==> src/rtl/kwsm_pkg.sv <==
package kwsm_pkg;

	// Sizing of the merge.
	localparam int STREAMS    = 8;
	localparam int VALUE_BITS = 32;

	// Derived widths.
	localparam int SIDX_W = (STREAMS > 1) ? $clog2(STREAMS) : 1;
	localparam int BIT_W  = (VALUE_BITS > 1) ? $clog2(VALUE_BITS) : 1;

	// Fixed field widths of the channels.
	localparam int DATA_W = 32;
	localparam int IDX_W  = 3;
	localparam int CFG_W  = 4;

	// Reset value of the stream count register.
	localparam logic [CFG_W-1:0] COUNT_RESET = CFG_W'(2);

	// Input actions.
	localparam logic ACT_VALUE = 1'b0;
	localparam logic ACT_END   = 1'b1;

	typedef logic signed [VALUE_BITS-1:0] head_t;

	typedef struct packed {
		logic                     action;
		logic [IDX_W-1:0]         stream_index;
		logic signed [DATA_W-1:0] data_value;
	} in_item_t;

	typedef struct packed {
		logic signed [DATA_W-1:0] merged_value;
		logic [IDX_W-1:0]         source_stream;
		logic                     finished;
	} out_item_t;

	// Control from the sequencer to the bit-serial minimum search.
	typedef struct packed {
		logic start;
		logic step;
		logic sign_bit;
	} srch_ctl_t;

	// Sign-extend (or truncate) an input value to the head width.
	function automatic head_t to_head(input logic signed [DATA_W-1:0] d);
		return VALUE_BITS'(d);
	endfunction

	// Give a head back at the output width, sign-extended or truncated.
	function automatic logic signed [DATA_W-1:0] to_out(input head_t h);
		return DATA_W'(h);
	endfunction

endpackage

==> src/rtl/kwsm_head_bank.sv <==
module kwsm_head_bank (
	input  logic                                 clk,
	input  logic [kwsm_pkg::STREAMS-1:0]         load_sel,
	input  kwsm_pkg::head_t                      load_value,
	input  logic                                 rotate,
	input  logic [kwsm_pkg::SIDX_W-1:0]          rd_sel,
	output logic [kwsm_pkg::STREAMS-1:0]         msb,
	output kwsm_pkg::head_t                      rd_value
);

	kwsm_pkg::head_t head_q [kwsm_pkg::STREAMS];

	// Each head is a circular shift register that presents its top bit first.
	// A full rotation through all VALUE_BITS bit positions brings every head back in place.
	always_ff @(posedge clk) begin
		for (int i = 0; i < kwsm_pkg::STREAMS; i++) begin
			if (load_sel[i]) begin
				head_q[i] <= load_value;
			end else if (rotate) begin
				head_q[i] <= {head_q[i][kwsm_pkg::VALUE_BITS-2:0],
					head_q[i][kwsm_pkg::VALUE_BITS-1]};
			end
		end
	end

	// Serial taps, one bit per stream.
	always_comb begin
		for (int i = 0; i < kwsm_pkg::STREAMS; i++) begin
			msb[i] = head_q[i][kwsm_pkg::VALUE_BITS-1];
		end
	end

	// Parallel read of the chosen head once the rotation is complete.
	assign rd_value = head_q[rd_sel];

endmodule

==> src/rtl/kwsm_min_search.sv <==
module kwsm_min_search (
	input  logic                                 clk,
	input  logic                                 arst_n,
	input  kwsm_pkg::srch_ctl_t                  ctl,
	input  logic [kwsm_pkg::STREAMS-1:0]         init_cand,
	input  logic [kwsm_pkg::STREAMS-1:0]         key_in,
	output logic [kwsm_pkg::SIDX_W-1:0]          winner
);

	logic [kwsm_pkg::STREAMS-1:0] cand_q;
	logic [kwsm_pkg::STREAMS-1:0] kbit;
	logic [kwsm_pkg::STREAMS-1:0] zero_cand;

	// The sign bit is inverted so that an unsigned compare orders signed values.
	assign kbit      = ctl.sign_bit ? ~key_in : key_in;
	assign zero_cand = cand_q & ~kbit;

	// Drop candidates with a one where some candidate has a zero, top bit first.
	always_ff @(posedge clk or negedge arst_n) begin
		if (!arst_n) begin
			cand_q <= '0;
		end else if (ctl.start) begin
			cand_q <= init_cand;
		end else if (ctl.step && (|zero_cand)) begin
			cand_q <= zero_cand;
		end
	end

	// The lowest surviving index wins ties.
	always_comb begin
		winner = '0;
		for (int i = kwsm_pkg::STREAMS - 1; i >= 0; i--) begin
			if (cand_q[i]) begin
				winner = kwsm_pkg::SIDX_W'(i);
			end
		end
	end

endmodule

==> src/rtl/k_way_sorted_merge_core.sv <==
// Channel   Direction  Beat content                     Handshake
// item      in         action, stream_index, data_value item_valid / item_ready
// result    out        merged_value, source_stream,     result_valid / result_ready
//                      finished
// cfg       in         stream_count                     cfg_valid / cfg_ready
//
// An item without a result passes from CHECK back to IDLE, and one that gives the finished
// result goes on from CHECK to EMIT; an item that gives a merged value first passes SEARCH,
// the bit-serial minimum search that walks all heads one bit per cycle, top first, then EMIT.
// Reset is asynchronous and active low; it clears the valid and ended flags and the
// result valid, and sets the stream count back to 2; head values need no reset.
// A stalled result waits in its output register while the next item is taken.
module k_way_sorted_merge_core (
	input  logic                         clk,
	input  logic                         arst_n,
	input  logic                         item_valid,
	output logic                         item_ready,
	input  kwsm_pkg::in_item_t           item,
	output logic                         result_valid,
	input  logic                         result_ready,
	output kwsm_pkg::out_item_t          result,
	input  logic                         cfg_valid,
	output logic                         cfg_ready,
	input  logic [kwsm_pkg::CFG_W-1:0]   cfg_data
);

	localparam logic [1:0] ST_IDLE   = 2'd0;
	localparam logic [1:0] ST_CHECK  = 2'd1;
	localparam logic [1:0] ST_SEARCH = 2'd2;
	localparam logic [1:0] ST_EMIT   = 2'd3;

	logic [1:0]                       state_q;
	logic [kwsm_pkg::CFG_W-1:0]       count_q;
	logic [kwsm_pkg::STREAMS-1:0]     valid_q;
	logic [kwsm_pkg::STREAMS-1:0]     ended_q;
	logic                             fin_rep_q;
	logic                             fin_q;
	logic [kwsm_pkg::BIT_W-1:0]       bit_q;
	logic                             out_valid_q;
	kwsm_pkg::out_item_t              out_q;

	logic [kwsm_pkg::STREAMS-1:0]     active;
	logic [kwsm_pkg::STREAMS-1:0]     hit;
	logic [kwsm_pkg::STREAMS-1:0]     load_sel;
	logic [kwsm_pkg::STREAMS-1:0]     win_sel;
	logic [kwsm_pkg::STREAMS-1:0]     msb;
	logic [kwsm_pkg::SIDX_W-1:0]      winner;
	kwsm_pkg::head_t                  rd_value;
	kwsm_pkg::srch_ctl_t              srch_ctl;
	logic                             item_beat;
	logic                             all_ready;
	logic                             any_head;
	logic                             last_bit;
	logic                             out_free;
	logic                             emit_go;

	// Streams taking part; a count of zero still keeps stream 0.
	always_comb begin
		for (int i = 0; i < kwsm_pkg::STREAMS; i++) begin
			active[i]  = (i == 0) || (i < int'(count_q));
			hit[i]     = active[i] && (int'(item.stream_index) == i);
			win_sel[i] = (int'(winner) == i);
		end
	end

	assign item_ready   = (state_q == ST_IDLE);
	assign item_beat    = item_valid && item_ready;
	assign cfg_ready    = 1'b1;
	assign load_sel     = (item_beat && (item.action == kwsm_pkg::ACT_VALUE)) ?
		(hit & ~valid_q & ~ended_q) : '0;
	assign all_ready    = &(~active | valid_q | ended_q);
	assign any_head     = |(active & valid_q);
	assign last_bit     = (bit_q == kwsm_pkg::BIT_W'(kwsm_pkg::VALUE_BITS - 1));
	assign out_free     = !out_valid_q || result_ready;
	assign emit_go      = (state_q == ST_EMIT) && out_free;
	assign result_valid = out_valid_q;
	assign result       = out_q;

	// Search control toward the serial comparator.
	assign srch_ctl.start    = (state_q == ST_CHECK);
	assign srch_ctl.step     = (state_q == ST_SEARCH);
	assign srch_ctl.sign_bit = (bit_q == '0);

	kwsm_head_bank u_bank (
		.clk        (clk),
		.load_sel   (load_sel),
		.load_value (kwsm_pkg::to_head(item.data_value)),
		.rotate     (srch_ctl.step),
		.rd_sel     (winner),
		.msb        (msb),
		.rd_value   (rd_value)
	);

	kwsm_min_search u_search (
		.clk       (clk),
		.arst_n    (arst_n),
		.ctl       (srch_ctl),
		.init_cand (active & valid_q),
		.key_in    (msb),
		.winner    (winner)
	);

	// Stream count register.
	always_ff @(posedge clk or negedge arst_n) begin
		if (!arst_n) begin
			count_q <= kwsm_pkg::COUNT_RESET;
		end else if (cfg_valid && cfg_ready) begin
			count_q <= cfg_data;
		end
	end

	// Sequencer: take an item, check the heads, search if a head waits, emit if due.
	always_ff @(posedge clk or negedge arst_n) begin
		if (!arst_n) begin
			state_q   <= ST_IDLE;
			valid_q   <= '0;
			ended_q   <= '0;
			fin_rep_q <= 1'b0;
			fin_q     <= 1'b0;
			bit_q     <= '0;
		end else begin
			unique case (state_q)
				ST_IDLE: begin
					if (item_beat) begin
						if (item.action == kwsm_pkg::ACT_END) begin
							ended_q <= ended_q | hit;
						end
						valid_q <= valid_q | load_sel;
						state_q <= ST_CHECK;
					end
				end
				ST_CHECK: begin
					bit_q <= '0;
					fin_q <= 1'b0;
					if (!all_ready) begin
						state_q <= ST_IDLE;
					end else if (any_head) begin
						state_q <= ST_SEARCH;
					end else if (!fin_rep_q) begin
						fin_q   <= 1'b1;
						state_q <= ST_EMIT;
					end else begin
						state_q <= ST_IDLE;
					end
				end
				ST_SEARCH: begin
					bit_q <= bit_q + 1'b1;
					if (last_bit) begin
						state_q <= ST_EMIT;
					end
				end
				ST_EMIT: begin
					if (out_free) begin
						if (fin_q) begin
							fin_rep_q <= 1'b1;
						end else begin
							valid_q <= valid_q & ~win_sel;
						end
						state_q <= ST_IDLE;
					end
				end
				default: begin
					state_q <= ST_IDLE;
				end
			endcase
		end
	end

	// Result register; holds a beat until the sink takes it.
	always_ff @(posedge clk or negedge arst_n) begin
		if (!arst_n) begin
			out_valid_q <= 1'b0;
		end else if (emit_go) begin
			out_valid_q <= 1'b1;
		end else if (result_ready) begin
			out_valid_q <= 1'b0;
		end
	end

	always_ff @(posedge clk) begin
		if (emit_go) begin
			if (fin_q) begin
				out_q.merged_value  <= '0;
				out_q.source_stream <= '0;
				out_q.finished      <= 1'b1;
			end else begin
				out_q.merged_value  <= kwsm_pkg::to_out(rd_value);
				out_q.source_stream <= kwsm_pkg::IDX_W'(winner);
				out_q.finished      <= 1'b0;
			end
		end
	end

endmodule
==> config.mk <==
export PLATFORM = sky130hd
export DESIGN_NAME = k_way_sorted_merge_core
export DESIGN_NICKNAME = d
export VERILOG_FILES = /design/src/rtl/kwsm_pkg.sv /design/src/rtl/kwsm_head_bank.sv /design/src/rtl/kwsm_min_search.sv /design/src/rtl/k_way_sorted_merge_core.sv
export SDC_FILE = /design/constraint.sdc
export NUM_CORES = 1
export LEC_CHECK = 0
export BUFFER_PORTS_ARGS = -buffer_cell sky130_fd_sc_hd__buf_2
export CAP_MARGIN = 10
export CELL_PAD_IN_SITES_DETAIL_PLACEMENT = 2
export CELL_PAD_IN_SITES_GLOBAL_PLACEMENT = 2
export CORE_MARGIN = 2
export CORE_UTILIZATION = 45
export CTS_CLUSTER_DIAMETER = 150
export CTS_CLUSTER_SIZE = 12
export DETAILED_ROUTE_END_ITERATION = 6
export GPL_ROUTABILITY_DRIVEN = 1
export PLACE_DENSITY = 0.82
export SLEW_MARGIN = 20
export SYNTH_ARGS = -nofsm -noshare
export SYNTH_HDL_FRONTEND = slang
export SYNTH_HIERARCHICAL = 1
export SYNTH_SLANG_ARGS = --single-unit
==> constraint.sdc <==
create_clock -name clk -period 5.1 [get_ports clk]
set_input_delay 0.51 -clock clk [delete_from_list [all_inputs] [get_ports clk]]
set_output_delay 0.51 -clock clk [all_outputs]
set_load 0.01 [all_outputs]
; ---- After elaboration in Yosys (flattened, before gate mapping)
; Memories as Yosys holds them, arrays and structs flattened. A register that Yosys moved wholly into a read port is not among the register bits.
; Index checks and enable logic that the tools add are counted.
[op_classes]
bitwise_logic = 24
eq_ne = 22
n_mux = 71
addsub = 1
n_lt_le_gt_ge = 7
n_reduce_logical = 28
[op_table]
columns = operator, count
row1 = $mux W32, 8
row2 = $mux W8, 7
row3 = $not A8 Y8, 6
row4 = $and A8 B8 Y8, 5
row5 = $mux W1, 39
row6 = $or A8 B8 Y8, 4
row7 = $eq A3 B3 Y1 const B, 8
row8 = $mux W3, 8
row9 = $lt A3 B4 Y1 const A, 4
row10 = $pmux W8 S2, 1
row11 = $reduce_or A8 Y1, 2
row12 = $eq A3 B2 Y1 const B, 4
row13 = $mux W2, 6
row14 = $logic_and A1 B1 Y1, 11
row15 = $pmux W5 S2, 1
row16 = $reduce_and A3 Y1, 3
row17 = $lt A2 B4 Y1 const A, 2
row18 = $or A1 B1 Y1, 8
row19 = $pmux W2 S4, 1
row20 = $reduce_and A8 Y1, 1
row21 = $reduce_bool A2 Y1, 4
row22 = $eq A3 B1 Y1 const B, 2
row23 = $logic_not A3 Y1, 2
row24 = $ne A2 B2 Y1 const B, 3
row25 = other kinds (12), 13
[totals]
inputBits = 45
output_inout_bits = 39
register_bits = 42
ram_bits = 256
wordCells = 165
n_memories = 1
[mem_list]
columns = name, depth, word_bits, read_ports, rd_ports_with_merged_regs, write_ports, line
row1 = u_bank.head_q, 8, 32, 9, 1, 8, kwsm_head_bank.sv:11  ; kwsm_pkg::head_t head_q [kwsm_pkg::STREAMS];

; ---- Depth between registers and ports, before layout
[depth]
depth_word = 14
ltp_mapped = 9

; ---- Hierarchy
; Netlist, hierarchy kept.
[modules_own_cells]
columns = module, cells_per_inst, instances, area_each_um2
row1 = kwsm_head_bank, 683, 1, 12937.4
row2 = k_way_sorted_merge_core, 266, 1, 3098.0
row3 = kwsm_min_search, 58, 1, 530.5

; ---- Worst setup path before layout
; OpenSTA, ideal clock, no wires.
[synth_timing]
path_type = reg-to-reg
from = register state_q[0]
to = memory u_bank/head_q[3][11] (netlist name), data pin
path_stages_with_launch = 10
path_buffers = 2
t_arrival_ns = 2.429
setup_slack_ns = 2.411
setup_time_ns = 0.260
cell_sequence = dfrtp_1 > inv_1 > ha_1 > nand2_1 > or3_1 > nor3_1 > nand2b_1 > clkbuf_1 > buf_2 > mux2_2
[synth_rtl]
columns = item, line
row1 = "start, declared", k_way_sorted_merge_core.sv:32  ; logic [1:0] state_q;
row2 = "start signal, assigned", k_way_sorted_merge_core.sv:115  ; state_q <= ST_IDLE;
row3 = "start signal, assigned", k_way_sorted_merge_core.sv:129  ; state_q <= ST_CHECK;
row4 = "start signal, assigned", k_way_sorted_merge_core.sv:136  ; state_q <= ST_IDLE;
row5 = "end, declared", kwsm_head_bank.sv:11

==> impl_metrics.env <==
export IMPL_worst_r2r_cell_count=7
export IMPL_max_freq_mhz=273
export IMPL_multi_input_comb_area_sq_um=6420
export IMPL_final_setup_tns_ns=0
export IMPL_worst_setup_ep_type="flop"
export IMPL_drt_initial_drc_count=620
export IMPL_critical_path_required_ns=5.41
export IMPL_r2r_setup_slack_ns=1.44
export IMPL_portBuffers=82
export IMPL_postPlaceCellArea_sq_um=17300
export IMPL_effective_utilization_at_floorplan=0.455
export IMPL_htree_num_levels=1
export IMPL_finalNetCount=1111
export IMPL_layout_cells_most_common="edfxtp_1"
export IMPL_relSlewSlack=0.254
export IMPL_dominantRegCellSynth="edfxtp_1"
export IMPL_post_route_cells_drive_above_1_share=0.440
export IMPL_postSynthNetCount=1059
export IMPL_die_height_um=196
export IMPL_worstHoldPathType="primary input to async pin"
export IMPL_routabilityCongestion=0.842
export IMPL_final_fill_count=3269
export IMPL_route_vias_total=9560
export IMPL_syn_instance_count=1007
export IMPL_cts_sink_count=330
export IMPL_design_core_area_sq_um=36400
export IMPL_synth_async_reset_ratio=0.115
export IMPL_total_routing_usage_gr=0.250
export IMPL_p_leak_nw=6.28
export IMPL_cell_area_after_layout_sq_um=18100
export IMPL_post_layout_total_power_w=0.00951
export IMPL_first_pass_iters=5
export IMPL_fin_crit_share=0.717
export IMPL_ws_path_type="flop to flop"
export IMPL_clkTransAtPathRegs_ns=0.07
export IMPL_vdd_ir_drop_worst_mv=0.265
export IMPL_ctsRootBufferMaster="clkbuf_16"
export IMPL_critical_path_startpoint_category="flop"
export IMPL_remaining_antenna_violation_count_after_routing=0
export IMPL_grt_setup_unrepaired="false"
export IMPL_synth_area_per_cell_sq_um=16.5
export IMPL_insertion_delay_ns=0.58
export IMPL_globalRouteOverflowTotal=0
export IMPL_dpl_hpwl_mm=29.1
export IMPL_floorplan_die_area_sq_um=38400
export IMPL_num_io_pins=84
export IMPL_crit_reg2reg_capture="u_bank/head_q[3][19]"
export IMPL_maxCapViolCount=0
export IMPL_run_status="finished, final reports clean"
export IMPL_timing_rr_start="state_q[0]"
export IMPL_number_of_enable_type_register_cells_in_the_synthesized_netlist=292
export IMPL_yosysWarnings=6
export IMPL_yosysUniqueCellTypes=65
export IMPL_ys_seq_area_frac=0.587
export IMPL_floorplan_rows=70
export IMPL_cp_arrival_ns=3.97
export IMPL_setup_violations=0
export IMPL_path_max_fanout=32
export IMPL_numCtsBuffers=31
export IMPL_drt_wl_total_mm=47.0
export IMPL_grt_antenna_before_repair=3
export IMPL_hold_viol=0
export IMPL_cp_capture_point="u_bank/head_q[3][19]"
export IMPL_synthesized_area_sq_um=16600
export IMPL_worstSetupStartpoint="state_q[0]"
export IMPL_timing_final_crit_period_ns=3.66
export IMPL_vias_per_cell=6.21
export IMPL_wl_per_cell_um=30.5
export IMPL_first_global_vias=10700
export IMPL_cts_tree="built"
export IMPL_largest_net_degree_at_the_start_of_global_routing=40
export IMPL_power_density_cell_area_nw_per_um2=524
export IMPL_register_area_sq_um=9720
export IMPL_post_cts_repair_setup_buffers=0
export IMPL_grt_first_pass_wirelength_mm=71.5
export IMPL_maxSlewViolCount=0
export IMPL_drcViolationCount=0
export IMPL_mostFrequentLayoutCells="edfxtp_1 (292), mux2_2 (266), buf_2 (82), mux4_2 (42), dfrtp_1 (37)"
export IMPL_holdBufCountCts=0
export IMPL_cts_resized_gates=0
export IMPL_worstMarginPinSlew_ns=1.12
export IMPL_cts_root_to_sink_buffers=3
export IMPL_fin_skew_ns=0.0128
export IMPL_fp_dieW_um=196
export IMPL_layout_stage_area_growth_over_the_synthesis_result_pct=9.52
export IMPL_synth_seq_cells=330
-- worst max-delay path, stage by stage, from the launching register on --
cell      delay, ns
dfrtp_1        0.42
inv_1          0.17
ha_1           0.33
nand2_1        0.17
or3_1          0.45
nor3_1         0.45
nand2b_2       0.92
mux2_2         0.46
-- power breakdown --
group	internal (W)	switching [W]	leakage, nW	total (W)
registers	0.00349	0.000238	3.11	0.00372
logic	0.00176	0.00195	2.77	0.00370
clock network	0.00110	0.000986	0.400	0.00209
total	0.00634	0.00317	6.28	0.00951
-- state kept, by name, summed over array words and instances, names as in the netlist, named ones only --
| register | flops |
|---|---|
| ended_q | 8 |
| bit_q | 5 |
| fin_rep_q | 1 |
| valid_q | 8 |
| u_bank/head_q | 256 |
| result | 36 |
| count_q | 4 |
| state_q | 1 |
| fin_q | 1 |
| result_valid | 1 |
| u_search/cand_q | 8 |
-- routing by layer --
| metal | global-route usage | vias to the layer above | wire [um] |
|---|---|---|---|
| met5 | 0 | - | 18 |
| met4 | 0.0665 | 2 | 960 |
| met3 | 0.0376 | 69 | 2210 |
| met2 | 0.433 | 270 | 23900 |
| met1 | 0.331 | 5161 | 19900 |
| li1 | - | 4058 | - |
-- synth_stat cells, types with 15 or more instances --
master / instances / area, sq um
mux2_1: 19 / 214
nor2_1: 21 / 78.8
dfrtp_1: 37 / 926
buf_2: 32 / 160
inv_1: 22 / 82.6
clkbuf_1: 17 / 63.8
mux4_2: 42 / 946
nor2b_1: 36 / 225
a21oi_1: 15 / 75.1
edfxtp_1: 292 / 8770
mux2_2: 266 / 3000
mux4_1: 22 / 578
-- cells by family (layout without fill, tap and decap cells) --
group / after synthesis / after routing / synth area share
and+or+nand+nor: 141 / 141 / 0.0492
xor gates and xnor gates: 8 / 8 / 0.00423
DFF: 330 / 330 / 0.587
other: 1 / 3 / 0.000226
adders and majority gates: 7 / 7 / 0.00529
buffers and inverters: 93 / 156 / 0.0304
muxes: 365 / 365 / 0.298
AOI/OAI and AO/OA: 62 / 62 / 0.0261
-- worst min path at each step --
stage / to / depth (start not counted) / slack, ns / startpoint
after floorplan: async pin / 0 / 0.21 / arst_n
after global placement: ended_q[1] / 1 / 0.45 / ended_q[1]
after detailed placement: ended_q[1] / 1 / 0.46 / ended_q[1]
after CTS: count_q[0] / 1 / 0.08 / arst_n
after global routing: count_q[0] / 1 / 0.12 / arst_n
final: count_q[0] / 1 / 0.07 / arst_n
-- through the flow --
stage / util / worst slack (ns) / hold WS, ns / instances
2_1_floorplan: - / 2.41 / 0.214 / 1007
3_3_place_gp: 0.474 / 1.77 / 0.447 / 1493
3_5_place_dp: 0.475 / 1.63 / 0.457 / 1494
4_1_cts: 0.497 / 1.51 / 0.0792 / 1538
5_1_grt: 0.498 / 1.31 / 0.120 / 1539
6_report: 0.498 / 1.44 / 0.0694 / 1540
-- layout make-up --
| class | count | area share |
|---|---|---|
| tap | 468 | 0.0323 |
| multi-input combinational | 584 | 0.354 |
| clock inverter | 1 | 0.000483 |
| sequential | 330 | 0.536 |
| timing repair buffer | 90 | 0.0277 |
| antenna | 2 | 0.000276 |
| inverter | 22 | 0.00455 |
| clock buffer | 43 | 0.0452 |
(Power assumes the default switching activity.)
